[config.mk]
export PLATFORM = sky130hd
export DESIGN_NAME = sprite_column_rle_decoder_core
export DESIGN_NICKNAME = d
export VERILOG_FILES = /design/src/rtl/scrle_pkg.sv /design/src/rtl/sprite_column_rle_decoder_core.sv
export SDC_FILE = /design/constraint.sdc
export NUM_CORES = 1
export LEC_CHECK = 0
export BUFFER_PORTS_ARGS = -buffer_cell sky130_fd_sc_hd__buf_4
export CAP_MARGIN = 25
export CORE_AREA = 4 4 90 92
export DETAILED_ROUTE_END_ITERATION = 8
export DIE_AREA = 0 0 94 96
export PLACE_DENSITY_LB_ADDON = 0.08
export SLEW_MARGIN = 30
export SYNTH_ARGS = -nofsm -noshare
export SYNTH_HDL_FRONTEND = slang
export SYNTH_SLANG_ARGS = --single-unit
[constraint.sdc]
create_clock -name clk -period 13.5 [get_ports clk]
set_input_delay 2.7 -clock clk [delete_from_list [all_inputs] [get_ports clk]]
set_output_delay 2.7 -clock clk [all_outputs]
set_load 0.1 [all_outputs]
[src/rtl/scrle_pkg.sv]
// ----------------------------------------------------------------------------
// scrle_pkg
// Types and constants shared by the column run-length sprite decoder.
// ----------------------------------------------------------------------------
package scrle_pkg;

	// Rows a column may hold; the row counter saturates below this.
	localparam int unsigned MAX_ROWS = 4096;
	localparam int unsigned ROW_W    = 12;
	localparam int unsigned ROW_TOP_INT = (MAX_ROWS - 1 > 4095) ? 4095 : MAX_ROWS - 1;
	localparam logic [ROW_W-1:0] ROW_TOP = ROW_TOP_INT[ROW_W-1:0];

	// Control byte of 128: neither a literal count nor a skip run.
	localparam logic [7:0] SKIP_BIAS = 8'd128;
	localparam logic [7:0] END_BYTE  = 8'd0;

	typedef struct packed {
		logic [7:0]  data_byte;
		logic        column_start;
		logic [11:0] column_index;
	} scrle_item_t;

	typedef struct packed {
		logic [11:0] out_column;
		logic [11:0] start_row;
		logic [6:0]  run_length;
		logic [7:0]  pixel_value;
		logic        is_transparent;
	} scrle_result_t;

endpackage

[src/rtl/sprite_column_rle_decoder_core.sv]
// ----------------------------------------------------------------------------
// sprite_column_rle_decoder_core
// Decodes a column-wise run-length sprite stream, one byte per transaction.
// ----------------------------------------------------------------------------
// Takes one compressed byte per clock and turns it into at most one run: a
// single literal pixel or one transparent skip run, tagged with its column
// and its starting row counted from the column bottom. A byte is registered
// on acceptance, decoded in the following cycle against the column state,
// and its run lands in the result register. The sustained rate is one byte
// per cycle; the only thing that holds bytes back is a result register
// still waiting for the consumer, and bytes that give no run drain even
// while it waits.
module sprite_column_rle_decoder_core
	import scrle_pkg::*;
(
	input  logic          clk,
	input  logic          arst_n,
	input  logic          item_valid,
	output logic          item_ready,
	input  scrle_item_t   item,
	output logic          result_valid,
	input  logic          result_ready,
	output scrle_result_t result
);

	// Input stage
	logic        valid_s1;
	scrle_item_t item_s1;

	// Column state
	logic [6:0]       literal_left_q;
	logic [ROW_W-1:0] row_count_q;
	logic             column_ended_q;

	// Result register
	logic          res_valid_q;
	scrle_result_t res_q;

	// Decode
	logic             first;
	logic [6:0]       lit_cur;
	logic [ROW_W-1:0] row_cur;
	logic             ended_cur;
	logic             has_result;
	scrle_result_t    res_d;
	logic [6:0]       lit_nxt;
	logic             ended_nxt;
	logic [6:0]       adv_len;
	logic [ROW_W:0]   row_sum;
	logic [ROW_W-1:0] row_nxt;
	logic             s1_go;

	// A new column clears the state before the byte is looked at.
	assign first     = item_s1.column_start;
	assign lit_cur   = first ? 7'd0 : literal_left_q;
	assign row_cur   = first ? '0 : row_count_q;
	assign ended_cur = first ? 1'b0 : column_ended_q;

	always_comb begin
		has_result = 1'b0;
		lit_nxt    = lit_cur;
		ended_nxt  = ended_cur;
		adv_len    = 7'd0;
		res_d.out_column     = item_s1.column_index;
		res_d.start_row      = row_cur;
		res_d.run_length     = 7'd1;
		res_d.pixel_value    = item_s1.data_byte;
		res_d.is_transparent = 1'b0;
		priority if (ended_cur) begin
			// rest of the column is ignored
		end else if (lit_cur != 7'd0) begin
			// literal pixel, byte 0 included
			has_result = 1'b1;
			lit_nxt    = lit_cur - 7'd1;
			adv_len    = 7'd1;
		end else if (item_s1.data_byte == END_BYTE) begin
			ended_nxt = 1'b1;
		end else if (!item_s1.data_byte[7]) begin
			lit_nxt = item_s1.data_byte[6:0];
		end else if (item_s1.data_byte == SKIP_BIAS) begin
			// no-op control byte
		end else begin
			has_result           = 1'b1;
			adv_len              = item_s1.data_byte[6:0];
			res_d.run_length     = item_s1.data_byte[6:0];
			res_d.pixel_value    = 8'd0;
			res_d.is_transparent = 1'b1;
		end
	end

	// Row advance, saturating at the top row
	assign row_sum = {1'b0, row_cur} + {{(ROW_W-6){1'b0}}, adv_len};
	assign row_nxt = (row_sum > {1'b0, ROW_TOP}) ? ROW_TOP : row_sum[ROW_W-1:0];

	// Byte in s1 retires when its run has somewhere to go, or it makes none.
	assign s1_go      = valid_s1 && (!has_result || !res_valid_q || result_ready);
	assign item_ready = !valid_s1 || s1_go;

	always_ff @(posedge clk or negedge arst_n) begin
		if (!arst_n) begin
			valid_s1 <= 1'b0;
		end else if (item_ready) begin
			valid_s1 <= item_valid;
		end
	end

	always_ff @(posedge clk) begin
		if (item_valid && item_ready) begin
			item_s1 <= item;
		end
	end

	always_ff @(posedge clk or negedge arst_n) begin
		if (!arst_n) begin
			literal_left_q <= 7'd0;
			row_count_q    <= '0;
			column_ended_q <= 1'b0;
		end else if (s1_go) begin
			literal_left_q <= lit_nxt;
			row_count_q    <= row_nxt;
			column_ended_q <= ended_nxt;
		end
	end

	always_ff @(posedge clk or negedge arst_n) begin
		if (!arst_n) begin
			res_valid_q <= 1'b0;
		end else if (s1_go && has_result) begin
			res_valid_q <= 1'b1;
		end else if (result_ready) begin
			res_valid_q <= 1'b0;
		end
	end

	always_ff @(posedge clk) begin
		if (s1_go && has_result) begin
			res_q <= res_d;
		end
	end

	assign result_valid = res_valid_q;
	assign result       = res_q;

endmodule

==> flow_summary.toml, run 1 <==
[cts]
cts_resized = 0
cts.sink_count = 83
clkTransAtPathRegs_ps = 80
cts_root_buffer = "clkbuf_8"
insertion_delay_ps = 350
post_cts_buffers = 0
cts_buffers = 9
cts_tree = "yes"
h-tree-depth = 3
hold_buffers = 0
clockBufferDepth = 2

[timing]
tightestPinTransition_ps = 835.2
tns_ps = 0
setup_viol = 0
rsz0062_at_grt = "false"
fmax_mhz = 161.9
final.setup.worst_slack_ps = 7324
period_minus_slack_ps = 6176
clock_skew_ps = 6.248
hold_viol_final = 0
post-route-period-util = 0.4575
slew_violations = 0
slew_headroom = 0.4432

[status]
status = "completed"

[routing]
dr_total_vias = 2472
drt_iter0_markers = 102
first_pass_iters = 4
avgViaCountPerCell = 5.409
routed_wl_um = 7962
drtAntennaViolNets = 0
wl_per_cell_um = 17.42
drc_errors = 0

[global_routing]
grt_overflow = 0
grt_usage = 0.1914
grt_pass1_vias = 2440
grt_max_degree = 36
grt_pass1_wl_um = 12800
antenna_found_initial = 0

[floorplan]
core_area_sq_um = 7214
die_area_sq_um = 9024
rows = 31
die-height_um = 96
initial_core_util = 0.5083
boundaryPins = 67
die_x_um = 94

[critical_path]
crit_fanout = 3
worst-setup-path-type = "in -> out"
endpoint_kind = "primary output"
worst_ep_required_time_ps = 10800
startpoint_type = "input port"
worstPathArrival_ps = 3480

[layout]
regArea_sq_um = 2382
multiInputGateArea_sq_um = 1224
fillCellCount = 603
diodes = 0
nNetsFinal = 388
syn_to_final_growth_pct = 22.55
drive_gt1_frac = 0.2598

[placed_design]
place_hpwl_um = 5513
place_ws_ps = 7324
portBuffers = 66
gp_congestion = 0.8493

[hold_path]
min_path_type = "reg -> reg"

[yosys]
postSynthNetCount = 318
synth_edf_count = 61
synth_area_sq_um = 3667
ys.warnings.count = 0
avgSynthCellArea_sq_um = 12.96
netlist_instances = 283
synth_cell_types = 47
async_flop_share = 0.2651
ys.flop_type = "edfxtp_1"
ys_ff_latch = 83
ys_seq_area_frac = 0.6496

[pwr]
power_density_nw_per_um2 = 227.4
power_leakage_nw = 1.874
max-vdd-ir-drop_uv = 88.58

[job]
drv_cap = 0
flip-flops by register name, indices dropped and copies added, names as in the netlist:
register        flops
result             40
item_s1            20
row_count_q        12
literal_left_q      7
column_ended_q      1
first               1
result_valid        1
valid_s1            1
critical path, cell delays in order:
cell	delay [ps]
buf_4	110
nor2b_1	240
nand3_1	160
buf_4	260
cell usage in the layout (no fill, tap or decap), drive strengths merged, types with 2 or more instances in the layout:
| master | synthesis | layout |
|---|---|---|
| a21o | 4 | 4 |
| a21oi | 14 | 14 |
| a2bb2oi | 2 | 2 |
| a31oi | 5 | 5 |
| and2 | 8 | 8 |
| and3 | 14 | 14 |
| buf | 3 | 68 |
| bufinv | 0 | 2 |
| clkbuf | 6 | 10 |
| dfrtp | 22 | 22 |
| edfxtp | 61 | 61 |
| ha | 9 | 9 |
| inv | 8 | 11 |
| nand2 | 26 | 26 |
| nand2b | 4 | 4 |
| nand3 | 6 | 6 |
| nor2 | 12 | 12 |
| nor2b | 16 | 16 |
| nor3 | 7 | 7 |
| nor4 | 2 | 2 |
| o211ai | 2 | 2 |
| o21a | 3 | 3 |
| o21ai | 17 | 17 |
| o22a | 8 | 8 |
| o22ai | 2 | 2 |
| o31ai | 2 | 2 |
| xnor2 | 3 | 3 |
| xor2 | 3 | 3 |
worst paths after layout:
| kind | cells after the start | start | slack (ps) | to |
|---|---|---|---|---|
| max in group asynchronous | 1 | arst_n | 11030 | row_count_q[1] |
| min in group asynchronous | 1 | arst_n | 2230 | literal_left_q[6] |
| hold / removal | 0 | item_s1[5] | 420 | result[33] |
| setup / recovery | 4 | result_ready | 7320 | item_ready |
| hold reg to reg | 0 | item_s1[5] | 420 | result[33] |
| setup reg to reg | 14 | first | 8820 | row_count_q[9] |
area by class of cell:
| type | instances | area share |
|---|---|---|
| inverter | 8 | 0.006682 |
| timing repair buffer | 68 | 0.1136 |
| sequential | 83 | 0.5301 |
| clock inverter | 6 | 0.02144 |
| clock buffer | 10 | 0.02840 |
| multi-input combinational | 183 | 0.2723 |
| tap | 99 | 0.02756 |
cell families (layout without fill, tap and decap cells):
family / after synthesis / in the layout / share of synthesized area
AOI/OAI and AO/OA: 68 / 68 / 0.1344
xor gates and xnor gates: 6 / 6 / 0.01433
adders and majority gates: 10 / 10 / 0.03617
buffers and inverters: 17 / 92 / 0.01842
DFF: 83 / 83 / 0.6496
muxes: 2 / 2 / 0.005800
and+or+nand+nor: 97 / 97 / 0.1412
metrics by stage:
step	hold WS, ps	utilization	power (W)	instances	cell area, sq um
2_1_floorplan	400.3	-	0.0007300	283	3667
3_3_place_gp	400.8	0.5917	0.0008224	441	4269
3_5_place_dp	405.2	0.5917	0.0008283	441	4269
4_1_cts	425.0	0.6228	0.001030	457	4493
5_1_grt	441.3	0.6230	0.001074	457	4494
6_report	422.9	0.6230	0.001022	457	4494
cell usage after synthesis (all sizes together) (4+ instances only):
cell	number	area [sq um]
a21oi	14	70.07
o21ai	17	88.83
clkbuf	6	22.52
nor2b	16	100.1
and2	8	50.05
nand3	6	30.03
nand2	26	97.59
a31oi	5	46.29
ha	9	112.6
a21o	4	30.03
dfrtp	22	550.5
o22a	8	70.07
edfxtp	61	1832
nor2	12	45.04
nand2b	4	25.02
nor3	7	46.30
inv	8	30.03
and3	14	87.58
report_power, final:
part | internal (W) | switching [W]
registers | 0.000344 | 0.0000357
logic | 0.000115 | 0.000327
clock network | 0.000107 | 0.0000935
routing by layer:
layer	wire (um)	up-vias	share of wire	global-route usage
met5	0	-	0	0
met4	98	0	0.012	0.06980
met3	505	9	0.063	0.05864
met2	3724	77	0.47	0.2980
met1	3633	1194	0.46	0.2549
li1	-	1192	-	-
Note: power is estimated with default switching activity, not from simulation.
==> run 2: changes to the inputs <==
- CORE_AREA: 4 4 90 92 -> 4 4 91 93
- DIE_AREA: 0 0 94 96 -> 0 0 95 97
- clock period: 13.5 -> 5.1 ns (I/O delays scaled with it)
==> run 2 against run 1 <==
  * Sequential share of layout area up 0.43 points
  * Largest cell class unchanged
  * Largest power group unchanged
  * Combinational power rose to 2.6 times the previous value
  * Critical path depth grew 9
  * Via count decreased by 0.40%
==> flow_summary.toml, run 2 (same netlist as run 1, synthesis figures left out) <==
[status]
status = "completed"

[cts]
cts_tree = "yes"
clkTransAtPathRegs_ps = 80
insertion_delay_ps = 350
cts_buffers = 9
cts_resized = 0
post_cts_buffers = 0
h-tree-depth = 3
cts.sink_count = 83
cts_root_buffer = "clkbuf_8"
hold_buffers = 0
clockBufferDepth = 2

[placed_design]
dp.cells = 445
portBuffers = 66
gp_congestion = 0.8586
place_ws_ps = 1337
place_hpwl_um = 5403

[job]
drv_cap = 0

[global_routing]
grt_usage = 0.1740
grt_pass1_wl_um = 12310
grt_pass1_vias = 2373
antenna_found_initial = 0
grt_overflow = 0
grt_max_degree = 35

[critical_path]
crit_fanout = 11
endpoint_kind = "flip-flop"
crit_end = "row_count_q[9]"
ff2ff_setup_slack_ps = 1310
rr_worst_depth = 13
critPathLaunch = "first"
r2r-end = "row_count_q[9]"
reg2reg_from = "first"
worst_ep_required_time_ps = 5330
worstPathArrival_ps = 4010
worst-setup-path-type = "reg -> reg"
startpoint_type = "flip-flop"

[pwr]
power_density_nw_per_um2 = 581.7
power_leakage_nw = 1.853
max-vdd-ir-drop_uv = 236.4

[floorplan]
core_area_sq_um = 7527
boundaryPins = 67
rows = 32
die-height_um = 97
initial_core_util = 0.4872
die_x_um = 95
die_area_sq_um = 9215

[routing]
first_pass_iters = 5
routed_wl_um = 7658
drt_iter0_markers = 134
dr_total_vias = 2462
wl_per_cell_um = 16.61
drtAntennaViolNets = 0
drc_errors = 0
avgViaCountPerCell = 5.341

[hold_path]
min_path_type = "reg -> reg"

[layout]
diodes = 0
largest_register_ffs = 40
syn_to_final_growth_pct = 21.56
nNetsFinal = 389
postLayoutCoreUtil = 0.5923
final_cell_mix = "buf_4, edfxtp_1, nand2_1"
drive_gt1_frac = 0.2591
post_layout_nonfiller_instances = 461
final_common_cell = "buf_4"

[timing]
clock_skew_ps = 12.39
final.setup.worst_slack_ps = 1311
tightestPinTransition_ps = 832.6
slew_headroom = 0.4449
setup_viol = 0
fmax_mhz = 263.9
rsz0062_at_grt = "false"
period_minus_slack_ps = 3789
hold_viol_final = 0
post-route-period-util = 0.7429
tns_ps = 0
slew_violations = 0
-- run 2: changes by cell type in the layout (fill, tap and decap cells not counted), sizes merged --
cell,before,now
buf,68,69
clkbuf,10,11
bufinv,2,0
inv,11,9
clkinv,0,3
-- run 2: area by class of cell --
| cell class | instances | area [sq um] |
|---|---|---|
| Inverter | 8 | 30.03 |
| Sequential cell | 83 | 2382 |
| Clock inverter | 5 | 38.79 |
| Fill cell | 641 | 3069 |
| Clock buffer | 11 | 131.4 |
| Multi-Input combinational cell | 183 | 1230 |
| Tap cell | 102 | 127.6 |
| Timing Repair Buffer | 69 | 518.0 |
-- run 2: worst max-delay path, cell delays in order (launching register included) --
cell and delay, ps:
edfxtp_1 400, inv_1 280, nand2_1 160, ha_1 310
nand2_1 180, o21ai_1 230, and3_1 300, fa_1 440
a21o_1 180, a21oi_1 260, o211ai_1 120, o211ai_1 210
o21ai_2 240, a211o_1 380
-- run 2: routing by layer --
| metal | up-vias | part of all wire | track usage | routed length [um] |
|---|---|---|---|---|
| met1 | 1185 | 0.46 | 0.2526 | 3506 |
| met5 | - | 0 | 0 | 0 |
| li1 | 1197 | - | - | - |
| met3 | 9 | 0.059 | 0.04277 | 455 |
| met4 | 0 | 0.0089 | 0.03996 | 68 |
| met2 | 71 | 0.47 | 0.2646 | 3628 |
-- run 2: stage by stage --
stage               cell area [sq um]  power, W  hold WS (ps)
detailed placement               4287  0.002193         404.5
global placement                 4287  0.002185         400.4
CTS                              4457  0.002611         424.4
global route                     4458  0.002724         430.8
floorplan                        3672  0.001930         400.3
finish                           4458  0.002593         422.5
-- run 2: worst min path at each step --
stage                          start         end  slack, ps  cells past startpoint
after floorplan           item_s1[0]  result[28]        400                      0
after global placement    item_s1[0]  result[28]        400                      0
after detailed placement  item_s1[2]  result[30]        400                      0
after CTS                 item_s1[2]  result[30]        420                      0
after global routing      item_s1[7]  result[35]        430                      0
final                     item_s1[7]  result[35]        420                      0
-- run 2: report_power, final --
| part | internal, W | leakage [nW] | switching (W) |
|---|---|---|---|
| clock | 0.000180 | 0.0839 | 0.000239 |
| combinational | 0.000305 | 0.907 | 0.000867 |
| sequential | 0.000910 | 0.862 | 0.0000911 |
==> run 3: changes to the inputs <==
- ABC_AREA: unset -> 1
- CORE_AREA: 4 4 91 93 -> 4 4 94 96
- DIE_AREA: 0 0 95 97 -> 0 0 98 100
- clock period: 5.1 -> 3.15 ns (I/O delays scaled with it)
==> run 3 against run 2 <==
  * Critical path depth is 6 higher
  * Synthesized cell count is 43% higher
  * Fmax is 34% higher
==> flow_summary.toml, run 3 <==
[layout]
drive_gt1_frac = 0.2272
nNetsFinal = 523
final_common_cell = "nand2_1"
fillCellCount = 738
final_cell_mix = "nand2_1, buf_4, edfxtp_1"
diodes = 0
postLayoutCoreUtil = 0.5975
syn_to_final_growth_pct = 23.55
largest_register_ffs = 40

[yosys]
ys_seq_area_frac = 0.6118
postSynthNetCount = 441
synth_top_area_frac = 0.4704
yosys.cell_count.top_type = "nand2_1"
netlist_instances = 406
avgSynthCellArea_sq_um = 9.590
synth_edf_count = 61
synth_area_sq_um = 3894
ys_ff_latch = 83
synth.area.top_cells = "edfxtp_1, dfrtp_1, nand2_1, nor2_1, nand3_1"
synth_cell_types = 32
async_flop_share = 0.2651
ys.warnings.count = 0
synth_common_cells = "nand2_1, edfxtp_1, nor2_1"
yosys.area.top_type = "edfxtp_1"
ys.flop_type = "edfxtp_1"

[cts]
clockBufferDepth = 2
post_cts_buffers = 0
cts_tree = "yes"
h-tree-depth = 3
cts.sink_count = 83
insertion_delay_ps = 350
clkTransAtPathRegs_ps = 80
cts_root_buffer = "clkbuf_8"
cts_buffers = 9

[floorplan]
rows = 33
die-height_um = 100
die_x_um = 98
die_area_sq_um = 9800
boundaryPins = 67
core_area_sq_um = 8051
initial_core_util = 0.4836

[pwr]
power_leakage_nw = 2.235
power_density_nw_per_um2 = 999.2
max-vdd-ir-drop_uv = 585.6

[global_routing]
grt_usage = 0.1829
antenna_found_initial = 0
grt_overflow = 0
grt_pass1_vias = 2786
grt_pass1_wl_um = 13970
grt_max_degree = 41

[timing]
rsz0062_at_grt = "false"
tns_ps = 0
post-route-period-util = 0.8984
slew_violations = 0
setup_viol = 0
clock_skew_ps = 10.41
tightestPinTransition_ps = 476.9
hold_viol_final = 0
fmax_mhz = 353.3
slew_headroom = 0.6813
period_minus_slack_ps = 2830

[hold_path]
min_path_type = "in -> async"

[critical_path]
reg2reg_from = "first"
critPathLaunch = "first"
worst-setup-path-type = "reg -> reg"
startpoint_type = "flip-flop"
worstPathArrival_ps = 3080
crit_fanout = 6
worst_ep_required_time_ps = 3390
endpoint_kind = "flip-flop"

[routing]
first_pass_iters = 5
drtAntennaViolNets = 0
drt_iter0_markers = 217
wl_per_cell_um = 14.46
avgViaCountPerCell = 4.943
dr_total_vias = 2956
routed_wl_um = 8650
drc_errors = 0

[placed_design]
gp_congestion = 0.8862
portBuffers = 66
place_hpwl_um = 6383

[status]
status = "completed"

[job]
drv_cap = 0
[run 3: cell count changes after synthesis, sizes merged, moves of 7 or more]
cell   delta
nor2     +42
o22a      -8
nand2    +99
and2      -7
inv      +38
nand3    +29
nor2b    -16
and3     -14
[run 3: stage by stage]
step	instances	total power, W	hold slack, ps	instance area [sq um]	setup WS (ps)
CTS	597	0.004833	162.5	4773	136.0
floorplan	406	0.003513	334.4	3899	3.224
detailed placement	581	0.004066	407.0	4573	136.4
global placement	581	0.004050	400.5	4573	236.1
finish	598	0.004807	167.2	4811	319.9
global route	598	0.005075	166.3	4811	15.38
[run 3: cell type report]
class,instances,area [sq um],share of cell area
Clock buffer,9,123.9,0.02575
Sequential cell,83,2382,0.4952
Tap cell,105,131.4,0.02731
Inverter,46,172.7,0.03589
Clock inverter,7,76.32,0.01586
Multi-Input combinational cell,271,1334,0.2772
Timing Repair Buffer,77,590.6,0.1228
[run 3: final timing paths]
path	end	slack, ps	cells past startpoint
worst max-delay path	row_count_q[9]	320	19
worst min-delay path	row_count_q[5]	170	1
worst max register to register	row_count_q[9]	320	19
worst min register to register	result[30]	430	0
max in group asynchronous	row_count_q[1]	2750	1
min in group clk	result[30]	430	0
[run 3: layer usage]
metal | up-vias | part of all wire | global-route usage | routed length [um]
met4 | 0 | 0.019 | 0.07029 | 162
met3 | 13 | 0.051 | 0.03405 | 445
met2 | 80 | 0.47 | 0.2953 | 4087
met1 | 1365 | 0.46 | 0.2473 | 3955
li1 | 1498 | - | - | -
met5 | - | 0 | 0 | 0
[run 3: repair_timing]
action / CTS / global route
hold buffers: 0 / 0
resized for setup: 0 / 8
endpoints found under the hold margin: 0 / 0
endpoints found under the setup margin: 0 / 10
[run 3: cells by family (layout without fill, tap and decap cells)]
family | count (synthesis) | count (layout) | share of synthesized area
xor+xnor | 6 | 6 | 0.01350
flops | 83 | 83 | 0.6118
simple gates | 223 | 224 | 0.2375
fa+ha+maj | 10 | 10 | 0.03406
compound gates | 31 | 31 | 0.04660
buf+inv | 53 | 139 | 0.05655
[run 3: worst max-delay path, cell delays in order, from the launching register on]
cell	delay [ps]
edfxtp_1	370
inv_2	70
nand2_2	90
ha_1	150
inv_1	50
a21oi_2	170
nand3_4	130
nand2_2	120
nand2_1	60
ha_2	210
fa_1	420
nand2_1	80
nand2_1	70
and2_1	160
nand2_1	110
nand2_2	120
nand2_2	150
nand3_1	90
nand2_1	60
nand2_1	40
[run 3: power breakdown]
part           total (W)  internal [W]  switching, W
clock           0.000765      0.000371      0.000394
combinational    0.00240      0.000541       0.00186
sequential       0.00164       0.00152      0.000114
total            0.00481       0.00244       0.00237
